$ cat src/hw/rtl/sgp_pkg.sv
package sgp_pkg;

  // Bit slots shifted out of the pad per poll (12..16)
  localparam int unsigned SERIAL_BITS_DEF = 16;

  localparam int unsigned TICK_W    = 16;
  localparam int unsigned CFG_IDX_W = 2;
  localparam int unsigned BTN_W     = 8;
  localparam int unsigned AXIS_W    = 2;

  typedef logic [TICK_W-1:0]    tick_t;
  typedef logic [CFG_IDX_W-1:0] cfg_idx_t;
  typedef logic [BTN_W-1:0]     btn_t;
  typedef logic signed [AXIS_W-1:0] axis_t;

  // Register indexes on the config port
  localparam cfg_idx_t CFG_LATCH_HIGH  = 2'd0;
  localparam cfg_idx_t CFG_SETTLE      = 2'd1;
  localparam cfg_idx_t CFG_HALF_PERIOD = 2'd2;

  localparam tick_t LATCH_HIGH_RST  = 16'd12;
  localparam tick_t SETTLE_RST      = 16'd6;
  localparam tick_t HALF_PERIOD_RST = 16'd6;

  localparam axis_t AXIS_NEG  = 2'sb11;
  localparam axis_t AXIS_POS  = 2'sb01;
  localparam axis_t AXIS_ZERO = 2'sb00;

endpackage

$ cat src/hw/rtl/sgp_if.sv
interface sgp_in_if;
  import sgp_pkg::*;
  logic valid;
  logic ready;
  logic start_poll;
  logic data_level;

  modport source (output valid, output start_poll, output data_level, input ready);
  modport sink   (input valid, input start_poll, input data_level, output ready);
endinterface

interface sgp_out_if;
  import sgp_pkg::*;
  logic  valid;
  logic  ready;
  logic  latch_level;
  logic  clock_level;
  logic  busy_res;
  logic  poll_done;
  btn_t  button_bits;
  axis_t axis_vertical;
  axis_t axis_horizontal;

  modport source (output valid, output latch_level, output clock_level, output busy_res,
                  output poll_done, output button_bits, output axis_vertical,
                  output axis_horizontal, input ready);
  modport sink   (input valid, input latch_level, input clock_level, input busy_res,
                  input poll_done, input button_bits, input axis_vertical,
                  input axis_horizontal, output ready);
endinterface

interface sgp_cfg_if;
  import sgp_pkg::*;
  logic     valid;
  logic     ready;
  cfg_idx_t index;
  tick_t    data;

  modport source (output valid, output index, output data, input ready);
  modport sink   (input valid, input index, input data, output ready);
endinterface

$ cat src/hw/rtl/serial_gamepad_poller.sv
// Channel   Dir  Handshake       Word
// in_ch     in   valid/ready     start_poll, data_level (one timing tick)
// out_ch    out  valid/ready     latch/clock levels, busy, done, buttons, axes
// cfg_ch    in   valid/ready     index, data (ready always high)
//
// One tick word is taken per cycle unless in_ch.ready is held low; its result word appears in the next cycle.
// The sequencer state and the result register update together on accept.
// in_ch.ready is low only while a result word waits and out_ch.ready is low.
// Synchronous active-low reset: idle, registers at 12/6/6, results zero.
module serial_gamepad_poller #(
  parameter int unsigned SERIAL_BITS = sgp_pkg::SERIAL_BITS_DEF
) (
  input  logic         clk,
  input  logic         rst_n,
  sgp_in_if.sink       in_ch,
  sgp_out_if.source    out_ch,
  sgp_cfg_if.sink      cfg_ch
);
  import sgp_pkg::*;

  localparam int unsigned IDX_W = $clog2(SERIAL_BITS);
  localparam int unsigned CNT_W = $clog2(SERIAL_BITS + 1);

  typedef enum logic [2:0] {
    PH_IDLE, PH_LATCH, PH_SETTLE, PH_CLK_LOW, PH_CLK_HIGH
  } phase_t;

  phase_t                 phase_r, phase_nxt;
  tick_t                  tick_r, tick_nxt;
  logic [CNT_W-1:0]       bit_idx_r, bit_idx_nxt;
  logic [SERIAL_BITS-1:0] shift_r, shift_nxt;
  btn_t                   buttons_r, buttons_nxt;
  axis_t                  axis_v_r, axis_v_nxt;
  axis_t                  axis_h_r, axis_h_nxt;
  logic                   done_r, done_nxt;
  logic                   out_valid_r;

  tick_t latch_high_r, settle_r, half_period_r;

  logic             accept;
  logic [CNT_W-1:0] idx_inc;
  logic             pressed;

  function automatic tick_t at_least_one(tick_t v);
    return (v == '0) ? TICK_W'(1) : v;
  endfunction

  function automatic axis_t axis_code(logic neg, logic pos);
    return neg ? AXIS_NEG : (pos ? AXIS_POS : AXIS_ZERO);
  endfunction

  assign in_ch.ready = !out_valid_r || out_ch.ready;
  assign accept      = in_ch.valid && in_ch.ready;
  assign cfg_ch.ready = 1'b1;

  assign idx_inc = bit_idx_r + CNT_W'(1);
  assign pressed = !in_ch.data_level;

  always_comb begin
    phase_nxt   = phase_r;
    tick_nxt    = tick_r;
    bit_idx_nxt = bit_idx_r;
    shift_nxt   = shift_r;
    buttons_nxt = buttons_r;
    axis_v_nxt  = axis_v_r;
    axis_h_nxt  = axis_h_r;
    done_nxt    = 1'b0;
    case (phase_r)
      PH_LATCH: begin
        if (tick_r >= at_least_one(latch_high_r)) begin
          phase_nxt = PH_SETTLE;
          tick_nxt  = TICK_W'(1);
        end else begin
          tick_nxt = tick_r + TICK_W'(1);
        end
      end
      PH_SETTLE: begin
        if (tick_r >= at_least_one(settle_r)) begin
          if (pressed) begin
            shift_nxt = shift_r | (SERIAL_BITS'(1) << bit_idx_r[IDX_W-1:0]);
          end
          phase_nxt = PH_CLK_LOW;
          tick_nxt  = TICK_W'(1);
        end else begin
          tick_nxt = tick_r + TICK_W'(1);
        end
      end
      PH_CLK_LOW: begin
        if (tick_r >= at_least_one(half_period_r)) begin
          phase_nxt = PH_CLK_HIGH;
          tick_nxt  = TICK_W'(1);
        end else begin
          tick_nxt = tick_r + TICK_W'(1);
        end
      end
      PH_CLK_HIGH: begin
        if (tick_r >= at_least_one(half_period_r)) begin
          if (idx_inc >= CNT_W'(SERIAL_BITS)) begin
            // last slot done: publish, high nibble of the word is dropped
            buttons_nxt = {shift_r[11:8], shift_r[3:0]};
            axis_v_nxt  = axis_code(shift_r[4], shift_r[5]);
            axis_h_nxt  = axis_code(shift_r[6], shift_r[7]);
            done_nxt    = 1'b1;
            phase_nxt   = PH_IDLE;
            tick_nxt    = '0;
            bit_idx_nxt = '0;
          end else begin
            if (pressed) begin
              shift_nxt = shift_r | (SERIAL_BITS'(1) << idx_inc[IDX_W-1:0]);
            end
            bit_idx_nxt = idx_inc;
            phase_nxt   = PH_CLK_LOW;
            tick_nxt    = TICK_W'(1);
          end
        end else begin
          tick_nxt = tick_r + TICK_W'(1);
        end
      end
      default: begin
        phase_nxt = PH_IDLE;
        if (in_ch.start_poll) begin
          phase_nxt   = PH_LATCH;
          tick_nxt    = TICK_W'(1);
          bit_idx_nxt = '0;
          shift_nxt   = '0;
        end
      end
    endcase
  end

  always_ff @(posedge clk) begin
    if (!rst_n) begin
      phase_r     <= PH_IDLE;
      tick_r      <= '0;
      bit_idx_r   <= '0;
      shift_r     <= '0;
      buttons_r   <= '0;
      axis_v_r    <= AXIS_ZERO;
      axis_h_r    <= AXIS_ZERO;
      done_r      <= 1'b0;
      out_valid_r <= 1'b0;
    end else begin
      if (accept) begin
        phase_r   <= phase_nxt;
        tick_r    <= tick_nxt;
        bit_idx_r <= bit_idx_nxt;
        shift_r   <= shift_nxt;
        buttons_r <= buttons_nxt;
        axis_v_r  <= axis_v_nxt;
        axis_h_r  <= axis_h_nxt;
        done_r    <= done_nxt;
        out_valid_r <= 1'b1;
      end else if (out_ch.ready) begin
        out_valid_r <= 1'b0;
      end
    end
  end

  always_ff @(posedge clk) begin
    if (!rst_n) begin
      latch_high_r  <= LATCH_HIGH_RST;
      settle_r      <= SETTLE_RST;
      half_period_r <= HALF_PERIOD_RST;
    end else if (cfg_ch.valid && cfg_ch.ready) begin
      case (cfg_ch.index)
        CFG_LATCH_HIGH:  latch_high_r  <= cfg_ch.data;
        CFG_SETTLE:      settle_r      <= cfg_ch.data;
        CFG_HALF_PERIOD: half_period_r <= cfg_ch.data;
        default: ;
      endcase
    end
  end

  // result word is read straight from the sequencer registers, which only move on accept
  assign out_ch.valid           = out_valid_r;
  assign out_ch.latch_level     = (phase_r == PH_LATCH);
  assign out_ch.clock_level     = (phase_r != PH_CLK_LOW);
  assign out_ch.busy_res        = (phase_r != PH_IDLE);
  assign out_ch.poll_done       = done_r;
  assign out_ch.button_bits     = buttons_r;
  assign out_ch.axis_vertical   = axis_v_r;
  assign out_ch.axis_horizontal = axis_h_r;

`ifndef NO_ASSERTIONS
  a_done_idle: assert property (@(posedge clk) disable iff (!rst_n)
    done_r |-> (phase_r == PH_IDLE))
    else $error("poll_done while sequencer busy");

  a_idle_index: assert property (@(posedge clk) disable iff (!rst_n)
    (phase_r == PH_IDLE) |-> (bit_idx_r == '0))
    else $error("bit index not cleared in idle");

  a_index_range: assert property (@(posedge clk) disable iff (!rst_n)
    bit_idx_r < CNT_W'(SERIAL_BITS))
    else $error("bit index past last slot");

  a_start: assert property (@(posedge clk) disable iff (!rst_n)
    (accept && (phase_r == PH_IDLE) && in_ch.start_poll) |=> (phase_r == PH_LATCH))
    else $error("poll request not started");

  a_stall_hold: assert property (@(posedge clk) disable iff (!rst_n)
    (out_valid_r && !out_ch.ready) |=> ($stable(phase_r) && $stable(tick_r)))
    else $error("sequencer moved while result stalled");
`endif

endmodule

$ cat src/flat_wrapper.sv
// flat-port wrapper written by rule: the top's interface ports become plain ports
module serial_gamepad_poller_flat import sgp_pkg::*;
#(
  parameter int unsigned SERIAL_BITS = sgp_pkg::SERIAL_BITS_DEF
)
  (clk, rst_n, in_ch_valid, in_ch_start_poll, in_ch_data_level, in_ch_ready, out_ch_valid, out_ch_latch_level, out_ch_clock_level, out_ch_busy_res, out_ch_poll_done, out_ch_button_bits, out_ch_axis_vertical, out_ch_axis_horizontal, out_ch_ready, cfg_ch_valid, cfg_ch_index, cfg_ch_data, cfg_ch_ready);
  sgp_in_if in_ch_i ();
  sgp_out_if out_ch_i ();
  sgp_cfg_if cfg_ch_i ();
  input  logic clk;
  input  logic rst_n;
  input wire logic [$bits(in_ch_i.valid)-1:0] in_ch_valid;
  input wire logic [$bits(in_ch_i.start_poll)-1:0] in_ch_start_poll;
  input wire logic [$bits(in_ch_i.data_level)-1:0] in_ch_data_level;
  output wire logic [$bits(in_ch_i.ready)-1:0] in_ch_ready;
  output wire logic [$bits(out_ch_i.valid)-1:0] out_ch_valid;
  output wire logic [$bits(out_ch_i.latch_level)-1:0] out_ch_latch_level;
  output wire logic [$bits(out_ch_i.clock_level)-1:0] out_ch_clock_level;
  output wire logic [$bits(out_ch_i.busy_res)-1:0] out_ch_busy_res;
  output wire logic [$bits(out_ch_i.poll_done)-1:0] out_ch_poll_done;
  output wire logic [$bits(out_ch_i.button_bits)-1:0] out_ch_button_bits;
  output wire logic [$bits(out_ch_i.axis_vertical)-1:0] out_ch_axis_vertical;
  output wire logic [$bits(out_ch_i.axis_horizontal)-1:0] out_ch_axis_horizontal;
  input wire logic [$bits(out_ch_i.ready)-1:0] out_ch_ready;
  input wire logic [$bits(cfg_ch_i.valid)-1:0] cfg_ch_valid;
  input wire logic [$bits(cfg_ch_i.index)-1:0] cfg_ch_index;
  input wire logic [$bits(cfg_ch_i.data)-1:0] cfg_ch_data;
  output wire logic [$bits(cfg_ch_i.ready)-1:0] cfg_ch_ready;
  assign in_ch_i.valid = in_ch_valid;
  assign in_ch_i.start_poll = in_ch_start_poll;
  assign in_ch_i.data_level = in_ch_data_level;
  assign in_ch_ready = in_ch_i.ready;
  assign out_ch_valid = out_ch_i.valid;
  assign out_ch_latch_level = out_ch_i.latch_level;
  assign out_ch_clock_level = out_ch_i.clock_level;
  assign out_ch_busy_res = out_ch_i.busy_res;
  assign out_ch_poll_done = out_ch_i.poll_done;
  assign out_ch_button_bits = out_ch_i.button_bits;
  assign out_ch_axis_vertical = out_ch_i.axis_vertical;
  assign out_ch_axis_horizontal = out_ch_i.axis_horizontal;
  assign out_ch_i.ready = out_ch_ready;
  assign cfg_ch_i.valid = cfg_ch_valid;
  assign cfg_ch_i.index = cfg_ch_index;
  assign cfg_ch_i.data = cfg_ch_data;
  assign cfg_ch_ready = cfg_ch_i.ready;
  serial_gamepad_poller #(.SERIAL_BITS(SERIAL_BITS)) u_core (.clk(clk), .rst_n(rst_n), .in_ch(in_ch_i), .out_ch(out_ch_i), .cfg_ch(cfg_ch_i));
endmodule
$ cat config.mk
export PLATFORM = sky130hd
export DESIGN_NAME = serial_gamepad_poller_flat
export DESIGN_NICKNAME = d
export VERILOG_FILES = /design/src/hw/rtl/sgp_pkg.sv /design/src/hw/rtl/sgp_if.sv /design/src/hw/rtl/serial_gamepad_poller.sv /design/src/flat_wrapper.sv
export SDC_FILE = /design/constraint.sdc
export NUM_CORES = 1
export LEC_CHECK = 0
export BUFFER_PORTS_ARGS = -buffer_cell sky130_fd_sc_hd__buf_2
export CORE_ASPECT_RATIO = 0.8
export CORE_MARGIN = 2
export CORE_UTILIZATION = 30
export DETAILED_ROUTE_END_ITERATION = 7
export MAX_ROUTING_LAYER = met4
export SLEW_MARGIN = 10
export SYNTH_ARGS = -nofsm -noshare
export SYNTH_HDL_FRONTEND = slang
export SYNTH_SLANG_ARGS = --single-unit
$ cat constraint.sdc
create_clock -name clk -period 3.15 [get_ports clk]
set_clock_uncertainty 0.1 [all_clocks]
set_input_delay 0.315 -clock clk [delete_from_list [all_inputs] [get_ports clk]]
set_output_delay 0.315 -clock clk [all_outputs]
set_load 0.05 [all_outputs]
==> metrics.log, run 1 <==
INFO  metric outcome = finished, final reports clean
INFO  metric final_layout_size_suffix_gt1_frac = 0.129
INFO  metric synth_fp_nets = 767
INFO  metric synth_area_per_cell = 8.08 µm²
INFO  metric grt_antenna_before_repair = 0
INFO  metric multiInputGateArea = 0.00334 mm²
INFO  metric synth_edf_count = 0
INFO  metric ant_nets = 0
INFO  metric initial_core_util = 0.307
INFO  metric root_buffer = sky130_fd_sc_hd__clkbuf_16
INFO  metric timing.max_cap.violations = 0
INFO  metric num-nets-final = 805
INFO  metric worstHoldStart = cfg_ch_data[13]
INFO  metric fillCellCount = 1928
INFO  metric grt_max_degree = 50
INFO  metric detailedPlacementHpwl = 10800 µm
INFO  metric power_density = 425 mW/mm²
INFO  metric first_global_vias = 4437
INFO  metric worstSkewPairLatency = 360 ps
INFO  metric dominant_synthesized_flop_cell = sky130_fd_sc_hd__dfxtp_1
INFO  metric final-hold-violation-count = 0
INFO  metric via_per_inst = 4.89
INFO  metric yosysMostFrequentCell = sky130_fd_sc_hd__nand2_1
INFO  metric report.final.slew_viol_count = 0
INFO  metric timing.final.crit_period = 2980 ps
INFO  metric preCtsSetupSlack = 98.3 ps
INFO  metric r2r_start = u_core.latch_high_r[7]$_SDFFE_PN0P_
INFO  metric groute.usage.overall = 0.154
INFO  metric fp.dieW = 157 µm
INFO  metric timing.final.crit_share = 0.946
INFO  metric timing.critical_path.from = u_core.latch_high_r[7]$_SDFFE_PN0P_
INFO  metric p_leak = 2.78 nW
INFO  metric required_time_at_the_endpoint_of_the_critical_path = 3350 ps
INFO  metric synth_top_area_frac = 0.351
INFO  metric whs_path_depth = 3
INFO  metric grt_first_pass_wirelength = 23300 µm
INFO  metric boundary_pins = 44
INFO  metric final_cell_area = 0.00651 mm²
INFO  metric post_synth_most_frequent_cells = sky130_fd_sc_hd__nand2_1 (135), sky130_fd_sc_hd__dfxtp_1 (98), sky130_fd_sc_hd__inv_1 (52)
INFO  metric detailedRoute.firstPassIterationCount = 4
INFO  metric clk_pin_slew = 70 ps
INFO  metric maxClockFrequency = 336 MHz
INFO  metric end_kind = flop
INFO  metric slew-limit-headroom = 0.240
INFO  metric synth_seq_cells = 98
INFO  metric ff_to_ff_end = u_core.tick_r[4]$_SDFFE_PN0P_
INFO  metric drt_first_iter_violations = 345
INFO  metric routed_wire_length_per_instance = 14.6 µm
INFO  metric die_height = 126 µm
INFO  metric final_critical_path_setup_slack = 169 ps
INFO  metric antenna-diode-count = 0
INFO  metric worst_path_max_delay_cell = sky130_fd_sc_hd__a2111oi_2
INFO  metric tritoncts = built
INFO  metric cts_buffer_depth = 2
INFO  metric async_reset_ff_frac = 0
INFO  metric cts_sinks = 98
INFO  metric gpl_wtd_cong = 0.848
INFO  metric min-delay-path-class = input port to flop
INFO  metric cp_slowest_stage_delay = 360 ps
INFO  metric cts_made_buffers = 9
INFO  metric synth.top_cells.by_area = sky130_fd_sc_hd__dfxtp_1 (35%), sky130_fd_sc_hd__ha_1 (11%), sky130_fd_sc_hd__nand2_1 (9.1%), sky130_fd_sc_hd__inv_1 (3.5%), sky130_fd_sc_hd__a21boi_0 (3.1%)
INFO  metric die_area = 0.0198 mm²
INFO  metric whs_endpoint = u_core.half_period_r[13]$_SDFFE_PN0P_
INFO  metric core-area = 0.0182 mm²
INFO  metric reg2reg_setup_slack = 170 ps
INFO  metric drc_errors = 0
INFO  metric timing.reg2reg.worst_path_depth = 12
INFO  metric netlist_instances = 692
INFO  metric layout-area-overhead-vs-synth = 16.3%
INFO  metric io_buffers = 42
INFO  metric post_synth_num_cell_types = 63
INFO  metric postCtsHoldBufs = 0
INFO  metric irDropWorstVdd = 0.000302 V
INFO  metric row_count = 44
INFO  metric synth_seq_area_share = 0.351
INFO  metric timing.setup.critical_path_class = flop to flop
INFO  metric cts.htree.levels = 3
INFO  metric post-synth-top-area-cell = sky130_fd_sc_hd__dfxtp_1
INFO  metric placed_area = 0.00612 mm²
INFO  metric cp_data_arrival_time = 3180 ps
INFO  metric detailroute.via_count = 4827
INFO  metric worstPathMaxFanout = 25
INFO  metric setup_viol = 0
INFO  metric synth.cell_area = 0.00559 mm²
INFO  metric yosysWarningCount = 0
INFO  metric drt-total-wl = 14400 µm
INFO  metric critical_path.startpoint_type = flop
INFO  metric grt.overflow.total = 0
INFO  metric seq_area = 0.00196 mm²
INFO  metric path_cells = nor3_1 -> a41o_1 -> ha_1 -> nand2b_1 -> a2111oi_2 -> or4_1 -> nand4_1 -> a31oi_2 -> o211ai_2 -> buf_12 -> nor3b_1 -> a21o_1
INFO  metric timing_worst_slew_pin_value = 1140 ps
## registers in the layout (all words and copies together), names as in the netlist, 3 cells and up
name	cells
u_core.out_ch.button_bits	8
u_core.tick_r	16
u_core.half_period_r	16
u_core.phase_r	3
u_core.settle_r	16
u_core.shift_r	12
u_core.latch_high_r	16
u_core.bit_idx_r	5
## metrics by stage
| step | cells | total power [mW] | util | hold WS [ps] | setup TNS (ps) |
|---|---|---|---|---|---|
| floorplan | 692 | 1.46 | - | 324 | 0 |
| global placement | 971 | 1.54 | 0.336 | 341 | 0 |
| detailed placement | 971 | 1.54 | 0.336 | 344 | 0 |
| CTS | 987 | 2.78 | 0.354 | 112 | 0 |
| global route | 988 | 2.87 | 0.357 | 122 | -355 |
| finish | 988 | 2.76 | 0.357 | 122 | 0 |
## per-layer routing
metal / vias up / global-route usage / wire length [µm]
met5: - / - / 0
met4: 0 / 0.0351 / 155
met3: 14 / 0.0327 / 474
met2: 69 / 0.208 / 5870
met1: 2251 / 0.231 / 7940
li1: 2493 / - / -
## cell usage in the layout, fill, tap and decap left out, types with 18 or more instances in the layout
cell                         n
sky130_fd_sc_hd__dfxtp_1    98
sky130_fd_sc_hd__nand2_1   135
sky130_fd_sc_hd__o21ai_1    24
sky130_fd_sc_hd__inv_1      52
sky130_fd_sc_hd__o21ai_0    21
sky130_fd_sc_hd__a21boi_0   23
sky130_fd_sc_hd__nor2_1     18
sky130_fd_sc_hd__ha_1       50
sky130_fd_sc_hd__a21boi_1   22
sky130_fd_sc_hd__buf_2      42
sky130_fd_sc_hd__a21oi_1    21
## critical path: cells and delay by family, from the launching register on
| family | cells | cell delay, ps |
|---|---|---|
| flops | 1 | 320 |
| simple gates | 5 | 970 |
| compound gates | 5 | 1110 |
| fa+ha+maj | 1 | 220 |
| buf+inv | 1 | 200 |
## cells by family (layout without fill, tap and decap cells)
logic type | count (synthesis) | in the layout | synth area share
AOI/OAI and AO/OA | 174 | 174 | 0.208
xor gates and xnor gates | 8 | 8 | 0.0139
adders and majority gates | 50 | 50 | 0.112
buffers and inverters | 85 | 128 | 0.0608
DFF | 98 | 98 | 0.351
muxes | 12 | 12 | 0.0215
other | 1 | 1 | 0.000670
and+or+nand+nor | 264 | 264 | 0.232
## power by group
group	switching (mW)	internal, mW
sequential	0.0227	1.26
clock	0.511	0.729
combinational	0.147	0.0903
total	0.681	2.08
## worst max path at each step
stage | cells past startpoint | endpoint
finish | 12 | u_core.tick_r[4]$_SDFFE_PN0P_
global route | 12 | u_core.tick_r[9]$_SDFFE_PN0P_
CTS | 12 | u_core.tick_r[4]$_SDFFE_PN0P_
detailed placement | 12 | u_core.tick_r[11]$_SDFFE_PN0P_
global placement | 12 | u_core.tick_r[4]$_SDFFE_PN0P_
floorplan | 12 | u_core.out_ch.axis_horizontal[0]$_SDFFE_PN0P_
## layout make-up
cell class / instances / area share
Tap cell: 253 / 0.0487
Clock inverter: 6 / 0.0148
Inverter: 52 / 0.0300
Multi-Input combinational cell: 509 / 0.513
Clock buffer: 10 / 0.0367
Sequential cell: 98 / 0.302
Timing Repair Buffer: 60 / 0.0550
## what timing repair did
action                                  in CTS  in global routing
resized for setup                            0                  9
endpoints found under the setup margin       0                 39
buffers inserted                             0                  1
hold endpoints to repair                     0                  0
(Power assumes the default switching activity.)
==> run 2, diff against run 1 <==
CELL_PAD_IN_SITES_DETAIL_PLACEMENT = 2   (was default)
CELL_PAD_IN_SITES_GLOBAL_PLACEMENT = 2   (was default)
MAX_ROUTING_LAYER = default   (was met4)
PLACE_DENSITY_LB_ADDON = 0.1   (was default)
==> run 2 against run 1 <==
Effect of this change: critical path depth grew 1; power decreased by 2.9%; critical endpoint is now u_core.tick_r[6]$_SDFFE_PN0P_; wire length grew 37%; largest cell class unchanged; sequential power hardly changed; via count up 5.4%.
==> metrics.log, run 2 (same netlist as run 1, synthesis figures left out) <==
INFO  metric outcome = finished, final reports clean
INFO  metric grt_max_degree = 52
INFO  metric core-area = 0.0182 mm²
INFO  metric root_buffer = sky130_fd_sc_hd__clkbuf_16
INFO  metric gpl_wtd_cong = 0.781
INFO  metric fp.dieW = 157 µm
INFO  metric timing.final.crit_period = 3080 ps
INFO  metric via_per_inst = 5.05
INFO  metric setup_viol = 0
INFO  metric report.final.slew_viol_count = 0
INFO  metric cts_sinks = 98
INFO  metric placed_area = 0.00626 mm²
INFO  metric slew-limit-headroom = 0.517
INFO  metric grt_first_pass_wirelength = 31000 µm
INFO  metric fin_tns_setup = 0 ps
INFO  metric maxClockFrequency = 325 MHz
INFO  metric cts.htree.levels = 3
INFO  metric clk_pin_slew = 80 ps
INFO  metric timing.final.crit_share = 0.977
INFO  metric fillCellCount = 2102
INFO  metric worstSkewPairLatency = 360 ps
INFO  metric mostFrequentLayoutCells = sky130_fd_sc_hd__nand2_1 (135), sky130_fd_sc_hd__dfxtp_1 (93), sky130_fd_sc_hd__inv_1 (52), sky130_fd_sc_hd__ha_1 (50), sky130_fd_sc_hd__buf_2 (42)
INFO  metric grt.overflow.total = 0
INFO  metric min-delay-path-class = input port to flop
INFO  metric drt-total-wl = 19700 µm
INFO  metric cts_buffer_depth = 2
INFO  metric final_cell_area = 0.00680 mm²
INFO  metric die_area = 0.0198 mm²
INFO  metric p_leak = 2.91 nW
INFO  metric layout-area-overhead-vs-synth = 21.6%
INFO  metric tritoncts = built
INFO  metric timing.reg2reg.worst_path_depth = 13
INFO  metric io_buffers = 42
INFO  metric worstHoldStart = cfg_ch_data[15]
INFO  metric critical_path.startpoint_type = flop
INFO  metric cts_made_buffers = 9
INFO  metric drt_first_iter_violations = 219
INFO  metric critPathTopFamily = compound AO/OA/AOI/OAI gates
INFO  metric drc_errors = 0
INFO  metric whs_endpoint = u_core.half_period_r[15]$_SDFFE_PN0P_
INFO  metric mostFrequentLayoutCell = sky130_fd_sc_hd__nand2_1
INFO  metric reg2reg_setup_slack = 70 ps
INFO  metric row_count = 44
INFO  metric first_global_vias = 5445
INFO  metric worstPathMaxFanout = 7
INFO  metric routed_wire_length_per_instance = 19.6 µm
INFO  metric antenna-diode-count = 0
INFO  metric whs_path_depth = 3
INFO  metric cp_data_arrival_time = 3220 ps
INFO  metric timing.max_cap.violations = 0
INFO  metric path_cells = nor4_1 -> buf_4 -> a41o_1 -> ha_1 -> nor2b_1 -> o21ai_1 -> a41oi_2 -> o211ai_1 -> a31oi_4 -> o211ai_4 -> buf_12 -> o21ai_0 -> a21o_1
INFO  metric power.total = 2.68 mW
INFO  metric detailedPlacementHpwl = 15000 µm
INFO  metric final_layout_size_suffix_gt1_frac = 0.180
INFO  metric ff_to_ff_end = u_core.tick_r[6]$_SDFFE_PN0P_
INFO  metric groute.usage.overall = 0.204
INFO  metric path_buf_inv = 2
INFO  metric final-hold-violation-count = 0
INFO  metric power_density = 394 mW/mm²
INFO  metric irDropWorstVdd = 0.000229 V
INFO  metric die_height = 126 µm
INFO  metric grt_antenna_before_repair = 0
INFO  metric worst_path_max_delay_cell = sky130_fd_sc_hd__dfxtp_1
INFO  metric detailroute.via_count = 5090
INFO  metric required_time_at_the_endpoint_of_the_critical_path = 3300 ps
INFO  metric r2r_start = u_core.settle_r[10]$_SDFFE_PN0P_
INFO  metric end_kind = flop
INFO  metric cp_slowest_stage_delay = 420 ps
INFO  metric num-nets-final = 825
INFO  metric ant_nets = 0
INFO  metric timing_worst_slew_pin_value = 724 ps
INFO  metric detailedRoute.firstPassIterationCount = 4
INFO  metric timing.setup.critical_path_class = flop to flop
INFO  metric rsz0062_at_grt = true
INFO  metric initial_core_util = 0.307
INFO  metric boundary_pins = 44
[run 2: worst max path at each step]
| stage | startpoint | to | slack [ps] | cells after the start |
|---|---|---|---|---|
| floorplan | u_core.half_period_r[12]$_SDFFE_PN0P_ | u_core.out_ch.axis_horizontal[0]$_SDFFE_PN0P_ | 360 | 12 |
| global placement | u_core.latch_high_r[15]$_SDFFE_PN0P_ | u_core.tick_r[4]$_SDFFE_PN0P_ | -110 | 13 |
| detailed placement | u_core.latch_high_r[15]$_SDFFE_PN0P_ | u_core.tick_r[5]$_SDFFE_PN0P_ | -130 | 13 |
| CTS | u_core.latch_high_r[11]$_SDFFE_PN0P_ | u_core.tick_r[9]$_SDFFE_PN0P_ | 7 | 13 |
| global route | u_core.half_period_r[8]$_SDFFE_PN0P_ | u_core.tick_r[6]$_SDFFE_PN0P_ | -80 | 12 |
| finish | u_core.settle_r[10]$_SDFFE_PN0P_ | u_core.tick_r[6]$_SDFFE_PN0P_ | 70 | 13 |
[run 2: where the power goes]
group | switching (mW) | leakage, nW | internal (mW)
registers | 0.0245 | 0.796 | 1.26
clock network | 0.545 | 0.138 | 0.571
logic | 0.172 | 1.97 | 0.108
[run 2: cell type report]
type	count	area, µm²	share of cell area
multi-input combinational	509	3490	0.513
sequential	98	1970	0.290
timing repair buffer	80	547	0.0804
tap	253	317	0.0465
clock buffer	11	243	0.0357
inverter	52	195	0.0287
clock inverter	5	42.5	0.00625
[run 2: repair_timing]
action                     in CTS  in global routing
setup buffers                   0                  1
gates cloned                    0                  3
hold buffers                    0                  0
setup endpoints to repair      12                 28
gates resized for setup         7                 33
pin swaps                       1                 19
[run 2: tightest hold or removal path: stages]
cell,delay [ps]
sky130_fd_sc_hd__buf_2,110
sky130_fd_sc_hd__nand2_1,50
sky130_fd_sc_hd__a21boi_1,50
[run 2: routing by layer]
layer	global-route usage	wire length, µm	vias to the layer above	part of all wire
li1	-	-	2521	-
met1	0.311	10600	2506	0.54
met2	0.301	8410	47	0.43
met3	0.0296	438	16	0.022
met4	0.0480	272	0	0.014
met5	0	0	-	0
[run 2: per-stage QoR]
stage               cells  setup WS, ps  hold slack (ps)  utilization
floorplan             692           365              324            -
global placement      989          -113              346        0.343
detailed placement    989          -125              346        0.343
CTS                  1005          6.65              102        0.361
global route         1008         -85.0              124        0.373
finish               1008          72.7              105        0.373
